## config.mk

```make
export PLATFORM = sky130hd
export DESIGN_NAME = priority_admission_tx_queue
export DESIGN_NICKNAME = d
export VERILOG_FILES = /design/src/design/patxq_pkg.sv /design/src/design/patxq_ctrl.sv /design/src/design/patxq_dpath.sv /design/src/design/priority_admission_tx_queue.sv
export SDC_FILE = /design/constraint.sdc
export NUM_CORES = 2
export LEC_CHECK = 0
export BUFFER_PORTS_ARGS = -buffer_cell sky130_fd_sc_hd__buf_2
export CAP_MARGIN = 5
export CORE_UTILIZATION = 55
export CTS_CLUSTER_SIZE = 20
export DETAILED_ROUTE_END_ITERATION = 16
export PLACE_DENSITY_LB_ADDON = 0.15
export SLEW_MARGIN = 20
export SYNTH_ARGS = -nofsm -noshare
export SYNTH_HDL_FRONTEND = slang
export SYNTH_SLANG_ARGS = --single-unit
export TNS_END_PERCENT = 50
```

## constraint.sdc

```tcl
create_clock -name clock -period 17.4 [get_ports clock]
set_input_delay 3.48 -clock clock [delete_from_list [all_inputs] [get_ports clock]]
set_output_delay 3.48 -clock clock [all_outputs]
set_load 0.005 [all_outputs]
```

## src/design/patxq_pkg.sv

```systemverilog
// Shared types, widths and constants for the priority admission transmit queue.
package patxq_pkg;

   localparam int QUEUE_DEPTH = 32;
   localparam int ADDR_W      = $clog2(QUEUE_DEPTH);
   localparam int USED_W      = $clog2(QUEUE_DEPTH + 1);

   localparam int HANDLE_W = 32;
   localparam int LENGTH_W = 16;
   localparam int PRIO_W   = 2;
   localparam int MEM_W    = 18;
   localparam int SLOTS_W  = 6;
   localparam int OCC_W    = 6;
   localparam int DROP_W   = 32;

   localparam int CMP_W     = (USED_W > SLOTS_W) ? USED_W : SLOTS_W;
   localparam int OCC_EXT_W = (USED_W > OCC_W) ? USED_W : OCC_W;

   localparam int REQ_FIELDS_W = HANDLE_W + LENGTH_W + PRIO_W + MEM_W + 2;
   localparam int REQ_DATA_W   = ((REQ_FIELDS_W + 7) / 8) * 8;
   localparam int RSP_FIELDS_W = 4 + HANDLE_W + LENGTH_W + OCC_W + DROP_W;
   localparam int RSP_DATA_W   = ((RSP_FIELDS_W + 7) / 8) * 8;

   localparam int CSR_ADDR_W = 3;
   localparam int CSR_DATA_W = MEM_W;

   localparam logic [MEM_W-1:0]   LOW_MEM_MIN_RST    = MEM_W'(20000);
   localparam logic [MEM_W-1:0]   MED_MEM_MIN_RST    = MEM_W'(10000);
   localparam logic [MEM_W-1:0]   HIGH_MEM_MIN_RST   = MEM_W'(2000);
   localparam logic [SLOTS_W-1:0] LOW_SLOTS_MIN_RST  = SLOTS_W'(15);
   localparam logic [SLOTS_W-1:0] MED_SLOTS_MIN_RST  = SLOTS_W'(10);
   localparam logic [SLOTS_W-1:0] HIGH_SLOTS_MIN_RST = SLOTS_W'(1);

   typedef enum logic [CSR_ADDR_W-1:0] {
      CSR_LOW_MEM_MIN    = 3'd0,
      CSR_MED_MEM_MIN    = 3'd1,
      CSR_HIGH_MEM_MIN   = 3'd2,
      CSR_LOW_SLOTS_MIN  = 3'd3,
      CSR_MED_SLOTS_MIN  = 3'd4,
      CSR_HIGH_SLOTS_MIN = 3'd5
   } csr_index_type;

   typedef enum logic {
      FUNC_PUSH = 1'b0,
      FUNC_SEND = 1'b1
   } func_type;

   typedef enum logic [PRIO_W-1:0] {
      PRIO_LOW  = 2'd0,
      PRIO_MED  = 2'd1,
      PRIO_HIGH = 2'd2,
      PRIO_ANY  = 2'd3
   } prio_type;

   typedef enum logic [2:0] {
      ST_IDLE = 3'b001,
      ST_EXEC = 3'b010,
      ST_DONE = 3'b100
   } state_type;

   typedef struct packed {
      logic load;   // capture the request transfer
      logic exec;   // apply the item to queue state and build the result
   } cmd_type;

endpackage

```

## src/design/patxq_ctrl.sv

```systemverilog
// Sequencing state machine: capture, execute, then hold the result for transfer.
module patxq_ctrl (
   input  logic               clock,
   input  logic               reset,
   input  logic               req_tvalid,
   output logic               req_tready,
   output logic               rsp_tvalid,
   input  logic               rsp_tready,
   output patxq_pkg::cmd_type cmd
);
   import patxq_pkg::*;

   state_type state_ff, state_in;

   always_comb begin
      req_tready = 1'b0;
      rsp_tvalid = 1'b0;
      state_in   = state_ff;
      case (state_ff)
         ST_IDLE: begin
            req_tready = 1'b1;
            if (req_tvalid) state_in = ST_EXEC;
         end
         ST_EXEC: begin
            state_in = ST_DONE;
         end
         ST_DONE: begin
            rsp_tvalid = 1'b1;
            // take the next request in the cycle the result leaves
            req_tready = rsp_tready;
            if (rsp_tready) state_in = req_tvalid ? ST_EXEC : ST_IDLE;
         end
         default: begin
            state_in = ST_IDLE;
         end
      endcase
   end

   assign cmd.load = req_tvalid & req_tready;
   assign cmd.exec = (state_ff == ST_EXEC);

   always_ff @(posedge clock) begin
      if (reset) state_ff <= ST_IDLE;
      else       state_ff <= state_in;
   end

endmodule

```

## src/design/patxq_dpath.sv

```systemverilog
// Queue storage, pointers, admission checks, drop counter and result register.
module patxq_dpath (
   input  logic                                 clock,
   input  logic                                 reset,
   input  patxq_pkg::cmd_type                   cmd,
   input  logic [patxq_pkg::REQ_DATA_W-1:0]     req_tdata,
   input  logic                                 req_tuser,
   output logic [patxq_pkg::RSP_DATA_W-1:0]     rsp_tdata,
   input  logic                                 csr_we,
   input  logic [patxq_pkg::CSR_ADDR_W-1:0]     csr_addr,
   input  logic [patxq_pkg::CSR_DATA_W-1:0]     csr_wdata
);
   import patxq_pkg::*;

   // configuration
   logic [MEM_W-1:0]   low_mem_min_ff, med_mem_min_ff, high_mem_min_ff;
   logic [SLOTS_W-1:0] low_slots_min_ff, med_slots_min_ff, high_slots_min_ff;

   // captured item
   logic                func_ff;
   logic [HANDLE_W-1:0] handle_ff;
   logic [LENGTH_W-1:0] length_ff;
   logic [PRIO_W-1:0]   prio_ff;
   logic [MEM_W-1:0]    mem_free_ff;
   logic                alloc_ok_ff;
   logic                sink_ready_ff;

   // queue state
   logic [HANDLE_W-1:0] handle_mem [QUEUE_DEPTH];
   logic [LENGTH_W-1:0] length_mem [QUEUE_DEPTH];
   logic [ADDR_W-1:0]   wr_slot_ff, wr_slot_in, rd_slot_ff, rd_slot_in;
   logic                wr_phase_ff, wr_phase_in, rd_phase_ff, rd_phase_in;
   logic                wake_pending_ff, wake_pending_in;
   logic [DROP_W-1:0]   drop_count_ff, drop_count_in;

   // result
   logic                accepted_ff, accepted_in;
   logic                dropped_ff, dropped_in;
   logic                wake_ff, wake_in;
   logic                out_valid_ff;
   logic [HANDLE_W-1:0] out_handle_ff;
   logic [LENGTH_W-1:0] out_length_ff;
   logic [OCC_W-1:0]    occupancy_ff, occupancy_in;

   logic [USED_W-1:0]    wr_ext, rd_ext, used, free_slots, used_next;
   logic                 full, empty, reject, do_push, do_pop;
   logic [MEM_W-1:0]     mem_min;
   logic [SLOTS_W-1:0]   slots_min;
   logic                 prio_checked;
   logic [OCC_EXT_W-1:0] used_next_ext;

   assign wr_ext = USED_W'(wr_slot_ff);
   assign rd_ext = USED_W'(rd_slot_ff);
   assign used   = (wr_phase_ff == rd_phase_ff) ? (wr_ext - rd_ext)
                                                : (USED_W'(QUEUE_DEPTH) + wr_ext - rd_ext);
   assign full       = (used == USED_W'(QUEUE_DEPTH));
   assign empty      = (used == '0);
   assign free_slots = USED_W'(QUEUE_DEPTH) - used;

   always_comb begin
      mem_min      = low_mem_min_ff;
      slots_min    = low_slots_min_ff;
      prio_checked = 1'b1;
      case (prio_type'(prio_ff))
         PRIO_LOW: begin
            mem_min   = low_mem_min_ff;
            slots_min = low_slots_min_ff;
         end
         PRIO_MED: begin
            mem_min   = med_mem_min_ff;
            slots_min = med_slots_min_ff;
         end
         PRIO_HIGH: begin
            mem_min   = high_mem_min_ff;
            slots_min = high_slots_min_ff;
         end
         default: begin
            prio_checked = 1'b0;
         end
      endcase
   end

   assign reject = full | (prio_checked & ((mem_free_ff < mem_min) |
                           (CMP_W'(free_slots) < CMP_W'(slots_min))));

   assign do_push = (func_ff == FUNC_PUSH) & ~reject & alloc_ok_ff;
   assign do_pop  = (func_ff == FUNC_SEND) & sink_ready_ff & ~empty;

   always_comb begin
      wr_slot_in      = wr_slot_ff;
      wr_phase_in     = wr_phase_ff;
      rd_slot_in      = rd_slot_ff;
      rd_phase_in     = rd_phase_ff;
      wake_pending_in = wake_pending_ff;
      drop_count_in   = drop_count_ff;
      accepted_in     = 1'b0;
      dropped_in      = 1'b0;
      wake_in         = 1'b0;
      used_next       = used;
      if (func_ff == FUNC_PUSH) begin
         if (reject) begin
            drop_count_in = drop_count_ff + 1'b1;
            dropped_in    = 1'b1;
         end else if (alloc_ok_ff) begin
            accepted_in = 1'b1;
            used_next   = used + 1'b1;
            if (wr_slot_ff == ADDR_W'(QUEUE_DEPTH - 1)) begin
               wr_slot_in  = '0;
               wr_phase_in = ~wr_phase_ff;
            end else begin
               wr_slot_in = wr_slot_ff + 1'b1;
            end
            if (!wake_pending_ff) begin
               wake_pending_in = 1'b1;
               wake_in         = 1'b1;
            end
         end
      end else begin
         wake_pending_in = 1'b0;
         if (do_pop) begin
            used_next = used - 1'b1;
            if (rd_slot_ff == ADDR_W'(QUEUE_DEPTH - 1)) begin
               rd_slot_in  = '0;
               rd_phase_in = ~rd_phase_ff;
            end else begin
               rd_slot_in = rd_slot_ff + 1'b1;
            end
         end
      end
   end

   assign used_next_ext = OCC_EXT_W'(used_next);
   assign occupancy_in  = used_next_ext[OCC_W-1:0];

   // configuration writes
   always_ff @(posedge clock) begin
      if (reset) begin
         low_mem_min_ff    <= LOW_MEM_MIN_RST;
         med_mem_min_ff    <= MED_MEM_MIN_RST;
         high_mem_min_ff   <= HIGH_MEM_MIN_RST;
         low_slots_min_ff  <= LOW_SLOTS_MIN_RST;
         med_slots_min_ff  <= MED_SLOTS_MIN_RST;
         high_slots_min_ff <= HIGH_SLOTS_MIN_RST;
      end else if (csr_we) begin
         case (csr_index_type'(csr_addr))
            CSR_LOW_MEM_MIN:    low_mem_min_ff    <= csr_wdata;
            CSR_MED_MEM_MIN:    med_mem_min_ff    <= csr_wdata;
            CSR_HIGH_MEM_MIN:   high_mem_min_ff   <= csr_wdata;
            CSR_LOW_SLOTS_MIN:  low_slots_min_ff  <= csr_wdata[SLOTS_W-1:0];
            CSR_MED_SLOTS_MIN:  med_slots_min_ff  <= csr_wdata[SLOTS_W-1:0];
            CSR_HIGH_SLOTS_MIN: high_slots_min_ff <= csr_wdata[SLOTS_W-1:0];
            default: ;
         endcase
      end
   end

   // item capture
   always_ff @(posedge clock) begin
      if (cmd.load) begin
         func_ff       <= req_tuser;
         handle_ff     <= req_tdata[HANDLE_W-1:0];
         length_ff     <= req_tdata[HANDLE_W +: LENGTH_W];
         prio_ff       <= req_tdata[HANDLE_W + LENGTH_W +: PRIO_W];
         mem_free_ff   <= req_tdata[HANDLE_W + LENGTH_W + PRIO_W +: MEM_W];
         alloc_ok_ff   <= req_tdata[HANDLE_W + LENGTH_W + PRIO_W + MEM_W];
         sink_ready_ff <= req_tdata[HANDLE_W + LENGTH_W + PRIO_W + MEM_W + 1];
      end
   end

   // queue control state
   always_ff @(posedge clock) begin
      if (reset) begin
         wr_slot_ff      <= '0;
         wr_phase_ff     <= 1'b0;
         rd_slot_ff      <= '0;
         rd_phase_ff     <= 1'b0;
         wake_pending_ff <= 1'b0;
         drop_count_ff   <= '0;
      end else if (cmd.exec) begin
         wr_slot_ff      <= wr_slot_in;
         wr_phase_ff     <= wr_phase_in;
         rd_slot_ff      <= rd_slot_in;
         rd_phase_ff     <= rd_phase_in;
         wake_pending_ff <= wake_pending_in;
         drop_count_ff   <= drop_count_in;
      end
   end

   // storage write and registered read; push and pop never share a cycle
   always_ff @(posedge clock) begin
      if (cmd.exec) begin
         if (do_push) begin
            handle_mem[wr_slot_ff] <= handle_ff;
            length_mem[wr_slot_ff] <= length_ff;
         end
         if (do_pop) begin
            out_handle_ff <= handle_mem[rd_slot_ff];
            out_length_ff <= length_mem[rd_slot_ff];
         end else begin
            out_handle_ff <= '0;
            out_length_ff <= '0;
         end
         out_valid_ff <= do_pop;
         accepted_ff  <= accepted_in;
         dropped_ff   <= dropped_in;
         wake_ff      <= wake_in;
         occupancy_ff <= occupancy_in;
      end
   end

   assign rsp_tdata = RSP_DATA_W'({drop_count_ff, occupancy_ff, out_length_ff, out_handle_ff,
                                   out_valid_ff, wake_ff, dropped_ff, accepted_ff});

endmodule

```

## src/design/priority_admission_tx_queue.sv

```systemverilog
// Top level of the transmit descriptor queue with priority watermark admission.
//
//   channel   direction  payload
//   req_*     in         tuser: func; tdata: pkt_handle, pkt_length, priority_req,
//                        mem_free, alloc_ok, sink_ready
//   rsp_*     out        tdata: accepted, dropped, wake_request, out_valid, out_handle,
//                        out_length, occupancy, drop_total
//   csr_*     in         write enable, register index, write data
//
// A request transfer moves the controller to ST_EXEC, which updates pointers and counters
// and reads the storage RAM into the result register; ST_DONE then holds the result valid.
// A new request transfers in the same cycle as the pending result, so the block takes no
// new item until the result of the last one has been taken.
// Synchronous active-high reset clears pointers, wake flag and drop counter and loads the
// default thresholds; storage contents are not cleared.
module priority_admission_tx_queue (
   input  logic                                 clock,
   input  logic                                 reset,
   input  logic                                 req_tvalid,
   output logic                                 req_tready,
   // bit 0: func
   input  logic                                 req_tuser,
   // [31:0] pkt_handle, [47:32] pkt_length, [49:48] priority_req, [67:50] mem_free,
   // [68] alloc_ok, [69] sink_ready, rest zero
   input  logic [patxq_pkg::REQ_DATA_W-1:0]     req_tdata,
   output logic                                 rsp_tvalid,
   input  logic                                 rsp_tready,
   // [0] accepted, [1] dropped, [2] wake_request, [3] out_valid, [35:4] out_handle,
   // [51:36] out_length, [57:52] occupancy, [89:58] drop_total, rest zero
   output logic [patxq_pkg::RSP_DATA_W-1:0]     rsp_tdata,
   input  logic                                 csr_we,
   input  logic [patxq_pkg::CSR_ADDR_W-1:0]     csr_addr,
   input  logic [patxq_pkg::CSR_DATA_W-1:0]     csr_wdata
);
   import patxq_pkg::*;

   cmd_type cmd;

   patxq_ctrl u_ctrl (
      .clock      (clock),
      .reset      (reset),
      .req_tvalid (req_tvalid),
      .req_tready (req_tready),
      .rsp_tvalid (rsp_tvalid),
      .rsp_tready (rsp_tready),
      .cmd        (cmd)
   );

   patxq_dpath u_dpath (
      .clock     (clock),
      .reset     (reset),
      .cmd       (cmd),
      .req_tdata (req_tdata),
      .req_tuser (req_tuser),
      .rsp_tdata (rsp_tdata),
      .csr_we    (csr_we),
      .csr_addr  (csr_addr),
      .csr_wdata (csr_wdata)
   );

endmodule

```

## Yosys cells after proc, flatten, opt, wreduce, memory -nomap -nowiden

Memories as Yosys holds them, arrays and structs flattened. A register that Yosys moved wholly into a read port is not among the register bits.
Cells that the tools add are included.

- Memory bits (read-only): 0
- Memories kept: 2
- Memory bits (writable): 1,536
- Register bits: 201
- Bits in latches: 0
- Logic and storage cells: 116
- Bits of input ports: 99

Memory list:

| name | words | bits a word | read ports | clocked after Yosys merged registers in | wr ports | line | text |
|---|---|---|---|---|---|---|---|
| u_dpath.handle_mem | 32 | 32 | 1 | 1 | 1 | patxq_dpath.sv:29 | `logic [HANDLE_W-1:0] handle_mem [QUEUE_DEPTH];` |
| u_dpath.length_mem | 32 | 16 | 1 | 1 | 1 | patxq_dpath.sv:30 | `logic [LENGTH_W-1:0] length_mem [QUEUE_DEPTH];` |

- $lt $le $gt $ge: 2
- Add/sub/neg operators: 9
- Bitwise logic cells: 14
- Mux-type cells: 25
- Divide/modulo/power cells: 0
- $mul: 0
- Reductions and logical operators: 22
- Shift-type cells: 0
- Equality and inequality tests: 17

Operator list:

| kind | count |
|---|---|
| $pmux 18 s2 | 1 |
| $add 32x1->32 const B | 1 |
| $mux 6 | 5 |
| $lt 18x18->1 | 1 |
| $reduce_and 2->1 | 7 |
| $pmux 6 s2 | 1 |
| $mux 1 | 11 |
| $add 5x1->5 const B | 2 |
| $eq 5x5->1 const B | 2 |
| $mux 5 | 2 |
| $eq 3x2->1 const B | 3 |
| $eq 3x3->1 const B | 3 |
| $pmux 3 s3 | 1 |
| $reduce_and 3->1 | 3 |
| $reduce_and 4->1 | 2 |
| $add 6x1->6 const B | 1 |
| $add 6x5->6 const A | 1 |
| $and 1x1->1 | 6 |
| $eq 3x1->1 const B | 2 |
| $eq 6x6->1 const B | 1 |
| $logic_not 6->1 | 1 |
| $lt 6x6->1 | 1 |
| $mux 3 | 2 |
| $not 1->1 | 6 |
| other kinds (19) | 23 |

## Logic depth before layout (Yosys ltp)

- Depth after elaboration: 14
- Mapped depth: 17
- Gate-level depth less buffers: 14

## Hierarchy

A second synthesis with hierarchy kept.

- Cell total of the unflattened synthesis: 3,273
- Area total of the unflattened synthesis: 68,495.7 µm²

By module, submodules not included:

| module | area an instance (µm²) | sequential area each (µm²) | cells an instance | times used |
|---|---|---|---|---|
| patxq_dpath | 68,325.5 | 52,340.2 | 3,252 | 1 |
| patxq_ctrl | 170.2 | 60.1 | 21 | 1 |

## Least setup slack after synthesis

OpenSTA, ideal clock, no wires.

- Path kind: register to register
- Start: register u_dpath.rd_slot_ff[1]
- End: memory u_dpath.handle_mem[15][0] (enable)
- Period minus slack after synthesis: 7.517 ns
- Library setup time: 0.513 ns
- Arrival: 7.004 ns
- Buffers on the path: 3
- Required time: 16.887 ns
- Cell stages (with the launch flop): 17
- Path slack: 9.883 ns
- Cells stage by stage: dfxtp_1 > clkbuf_1 > clkbuf_1 > buf_1 > inv_1 > ha_1 > nor2b_1 > o2111a_1 > or2_4 > nor2_1 > xor2_1 > ha_1 > o2111ai_1 > a31oi_1 > o221a_2 > nand4_1 > nor3_1

- Cells in the longest elaborated chain, start to end: 13

RTL lines:

| item | line | text |
|---|---|---|
| start: declaration | patxq_dpath.sv:31 | `logic [ADDR_W-1:0] wr_slot_ff, wr_slot_in, rd_slot_ff, rd_slot_in;` |
| start signal: assignment | patxq_dpath.sv:182 | `rd_slot_ff <= rd_slot_in;` |
| $sub 6x5->6 or $sub 5x5->6 (tied branches) | patxq_dpath.sv:55, patxq_dpath.sv:54 |  |
| $mux 6 (*) | patxq_dpath.sv:54 | `assign used = (wr_phase_ff == rd_phase_ff) ? (wr_ext - rd_ext)` |
| $sub 6x6->6 | patxq_dpath.sv:58 | `assign free_slots = USED_W'(QUEUE_DEPTH) - used;` |
| $lt 6x6->1 | patxq_dpath.sv:84 | `(CMP_W'(free_slots) < CMP_W'(slots_min))));` |
| $or 1x1->1 | patxq_dpath.sv:83 | `assign reject = full \| (prio_checked & ((mem_free_ff < mem_min) \|` |
| $and 1x1->1 | patxq_dpath.sv:83 |  |
| $or 1x1->1 (*) | patxq_dpath.sv:83 |  |
| $not 1->1 (*) | patxq_dpath.sv:86 | `assign do_push = (func_ff == FUNC_PUSH) & ~reject & alloc_ok_ff;` |
| $and 1x1->1 (*) (2 in a row) | patxq_dpath.sv:86 |  |
| $mux 1 (*) | patxq_dpath.sv:192 | `if (do_push) begin` |
| $mux 1 (*) | patxq_dpath.sv:191 | `if (cmd.exec) begin` |
| $mux 1 (implied by the code) (*) | patxq_dpath.sv:193 | `handle_mem[wr_slot_ff] <= handle_ff;` |
| end: declaration | patxq_dpath.sv:29 |  |

Mark *: on every way between the ends. The rest lies on a longest branch, timed or not.

## Final worst setup path

- Start: input port rsp_tready
- End: output port req_tready

- Cells in the longest elaborated chain, start to end: 1

RTL lines:

| item | line | text |
|---|---|---|
| start: declaration | priority_admission_tx_queue.sv:27 | `input logic rsp_tready,` |
| $pmux 1 s2 | patxq_ctrl.sv:19 | `case (state_ff)` |
| end: declaration | priority_admission_tx_queue.sv:20 | `output logic req_tready,` |

No other way between the ends.

==> flow_metrics.py <==
metrics = {
    "power_and_ir_drop": {
        "power-per-cell-area_mw_per_mm2": 110,
        "switching_share_pct": 20.1,
        "p_comb_share_pct": 1.1,
        "power_mw": 8.55,
        "p_leak_nw": 24.5,
        "p_sw_mw": 1.72,
        "peakVddDrop_v": 0.000101,
        "p_clk_share_pct": 42.9,
        "pwr-share-seq_pct": 56.0,
        "cellInternalPower_mw": 6.83,
    },
    "timing": {
        "finalSetupViolCount": 0,
        "fin_crit_sh_pct": 43.7,
        "slew_headroom_pct": 20.3,
        "rsz0062_at_grt": "false",
        "period_needed_ns": 7.60,
        "final.setup.tns_ns": 0,
        "hold_viol": 0,
        "clock.fmax_mhz": 132,
        "max_slew.worst_pin.slew_ns": 1.20,
        "fin_skew_ns": 0.0200,
        "slew_viol_final": 0,
    },
    "synth": {
        "ys_ff_latch": 1785,
        "yosysMostFrequentCell": "edfxtp_1",
        "seq_area_frac_synth_pct": 75.7,
        "synth_mux_area_share_pct": 16.4,
        "avgSynthCellArea_um2": 20.8,
        "syn_inst": 3333,
        "async_reset_ff_share_pct": 0,
        "synth_edf_count": 1665,
        "synth_simple_gate_area_share_pct": 3.38,
        "synth-xor-area-share_pct": 0.177,
        "synthTopCellsByCount": "edfxtp_1, mux4_2, nand2_1, a21oi_1, dfxtp_1",
        "synthTopCellsByArea": "edfxtp_1, mux4_2, dfxtp_1, nand2_1, a21oi_1",
        "synth_adder_area_share_pct": 0.770,
        "yosys_most_used_dff": "edfxtp_1",
        "syn_area_mm2": 0.0692,
        "netlist.top_cell.by_area": "edfxtp_1",
        "synth_top_area_share_pct": 72.2,
        "yosysUniqueCellTypes": 71,
        "yosysWarnings": 0,
        "synth_compound_area_share_pct": 2.25,
        "synth_top_family_by_area": "multiplexers",
    },
    "final_layout": {
        "drive_above_1_share_pct": 28.5,
        "post-route-cell-area_mm2": 0.0778,
        "syn_to_final_growth_pct": 12.3,
        "fillers": 8457,
        "fin_util_pct": 62.6,
        "nets": 3718,
    },
    "cts": {
        "cts_sinks": 1785,
        "h-tree-depth": 4,
        "cts_setup_buffers": 0,
        "numCtsBuffers": 178,
        "cts_buffer_depth": 3,
        "cts.repair.resized": 0,
        "cts_tree": "yes",
        "cts_root_buf": "clkbuf_16",
        "clock_latency_ns": 0.81,
        "postCtsHoldBufs": 0,
        "clk_pin_slew_ns": 0.06,
    },
    "drt": {
        "wl_per_cell_um": 30.5,
        "drt-initial-drc-count": 4342,
        "drc_errors": 0,
        "vias_per_cell": 6.39,
        "dr_total_vias": 34294,
        "postRouteAntennaNets": 1,
        "totalWireLength_um": 164000,
        "drtPass1Iterations": 6,
    },
    "placed_design": {
        "gp_congestion": 0.810,
        "io_buffers": 188,
        "place_area_mm2": 0.0721,
        "place_hpwl_um": 82600,
    },
    "grt": {
        "grt_usage_pct": 26.2,
        "grt_pass1_wl_um": 237000,
        "grt_max_degree": 170,
        "antenna_found_initial": 9,
        "overflow": 0,
        "grt_pass1_vias": 35009,
    },
    "worst_setup_path": {
        "worstSetupEndpointType": "primary output",
        "path_buf_inv": 2,
        "timing.rr.start": "u_dpath.rd_slot_ff[4]",
        "worstSetupPathType": "in -> out",
        "cp_slowest_cell": "o21a_1",
        "cp_top_family": "buffers and inverters",
        "crit_start": "rsp_tready",
        "path_cells": "buf_2, nand2_1, o21a_1, nor2_1, buf_2",
        "required_ns": 13.92,
        "cp_common_cell": "buf_2",
        "max_stage_delay_ns": 0.22,
        "cp.arrival_ns": 4.12,
        "worst-path-max-fanout": 3,
        "cp-start-kind": "primary input",
    },
    "floorplanning": {
        "core_area_mm2": 0.124,
        "initial_core_util_pct": 55.7,
        "std_cell_rows": 129,
        "die_w_um": 357,
        "pin_count": 197,
        "die-area_mm2": 0.127,
        "die_y_um": 357,
    },
    "hold_path": {
        "hold_start": "u_dpath.med_mem_min_ff[2]",
        "min_path_type": "reg -> reg",
    },
    "flow_run": {
        "drv_cap": 0,
    },
    "outcome": {
        "violations": "antenna rules",
        "status": "complete, but fails checks",
    },
}
[routing by layer]
metal | track usage, % | vias to the layer above | part of all wire [%]
met2 | 42.0 | 1533 | 49
li1 | - | 14275 | -
met4 | 7.37 | 10 | 2.4
met1 | 37.1 | 18220 | 41
met3 | 4.99 | 256 | 7.8
met5 | 0 | - | 0.042
[path summary, 6_finish.rpt]
| kind | end | slack, ns | cells past startpoint |
|---|---|---|---|
| worst max-delay path | req_tready | 9.80 | 5 |
| worst min-delay path | u_dpath.med_mem_min_ff[2] | 0.46 | 2 |
| worst max register to register | u_dpath.handle_mem[27][8] | 10.36 | 13 |
| worst min register to register | u_dpath.med_mem_min_ff[2] | 0.46 | 2 |
[worst reg2reg max path: cells and delay by family, from the launching register on]
| kind | cells | cell delay [ns] |
|---|---|---|
| buffers and inverters | 3 | 1.70 |
| DFF | 1 | 0.34 |
| xor gates and xnor gates | 2 | 0.97 |
| and+or+nand+nor | 3 | 1.96 |
| adders and majority gates | 2 | 0.77 |
| AOI/OAI and AO/OA | 3 | 0.84 |
[cells by family (layout without fill, tap and decap cells)]
family	count (synthesis)	after routing
AND/OR/NAND/NOR	509	509
buffers and inverters	209	598
flip-flops	1785	1785
adder cells (fa/ha/maj)	42	42
other	1	13
AO/OA/AOI/OAI	241	241
multiplexers	532	532
XOR/XNOR	14	14
[power by group through the flow]
stage	sequential [mW]	clock, mW	combinational, mW
after floorplan	4.85	0	0.0538
after global placement	4.87	0	0.0914
final	4.79	3.67	0.0964
after global routing	4.80	3.87	0.105
after detailed placement	4.88	0	0.0950
after CTS	4.79	3.71	0.0955
[registers in the layout (all words and copies together), names as in the netlist, 6 cells and up]
register	flops
u_dpath.occupancy_ff	6
u_dpath.med_slots_min_ff	6
u_dpath.length_mem	512
u_dpath.high_mem_min_ff	18
u_dpath.low_slots_min_ff	6
u_dpath.mem_free_ff	18
u_dpath.drop_count_ff	32
u_dpath.low_mem_min_ff	18
u_dpath.length_ff	16
u_dpath.handle_mem	1024
u_dpath.out_handle_ff	32
u_dpath.handle_ff	32
u_dpath.out_length_ff	16
u_dpath.med_mem_min_ff	18
u_dpath.high_slots_min_ff	6
[placed cells by master, fill, tap and decap left out, types with 5 or more instances in the layout]
| cell type | synthesis | final |
|---|---|---|
| conb_1 | 1 | 6 |
| nand2b_1 | 6 | 6 |
| xnor2_1 | 10 | 10 |
| o21ai_0 | 10 | 10 |
| mux4_2 | 480 | 480 |
| clkbuf_16 | 0 | 182 |
| nor2b_1 | 42 | 36 |
| nor3_1 | 11 | 10 |
| nor2b_4 | 0 | 6 |
| a2111oi_2 | 6 | 6 |
| mux2_2 | 32 | 32 |
| a2111oi_0 | 5 | 5 |
| edfxtp_1 | 1665 | 1665 |
| dfxtp_1 | 120 | 116 |
| clkinvlp_4 | 0 | 6 |
| buf_2 | 37 | 187 |
| clkinv_2 | 0 | 29 |
| mux2i_1 | 19 | 19 |
| and2_1 | 5 | 5 |
| nand3_1 | 40 | 40 |
| buf_4 | 13 | 54 |
| a21oi_1 | 139 | 139 |
| buf_12 | 0 | 5 |
| nor2_1 | 88 | 87 |
| nand2_1 | 236 | 236 |
| nand4_1 | 24 | 24 |
| clkinv_1 | 1 | 41 |
| a211oi_1 | 11 | 11 |
| bufinv_16 | 0 | 9 |
| inv_1 | 18 | 17 |
| clkbuf_1 | 115 | 48 |
| and3_1 | 35 | 10 |
| inv_6 | 0 | 7 |
| a31oi_1 | 6 | 6 |
| diode_2 | 0 | 7 |
| and3_4 | 0 | 25 |
| a22oi_1 | 23 | 22 |
| ha_1 | 41 | 39 |
[layout make-up]
cell class	instances	area [um^2]	share of cell area (%)
sequential	1785	52400	67.4
multi-input combinational	1344	16200	20.8
clock buffer	234	4790	6.16
tap	1637	2050	2.63
timing repair buffer	247	1470	1.89
clock inverter	96	757	0.974
inverter	21	86.3	0.111
antenna	7	17.5	0.0225
[metrics by stage]
stage | hold slack (ns) | worst slack [ns] | cells
detailed placement | 0.448 | 9.80 | 5032
CTS | 0.455 | 9.80 | 5362
floorplan | 0.431 | 9.88 | 3338
finish | 0.459 | 9.80 | 5371
global placement | 0.441 | 9.84 | 5032
global route | 0.475 | 9.73 | 5365
(Power assumes the default switching activity.)
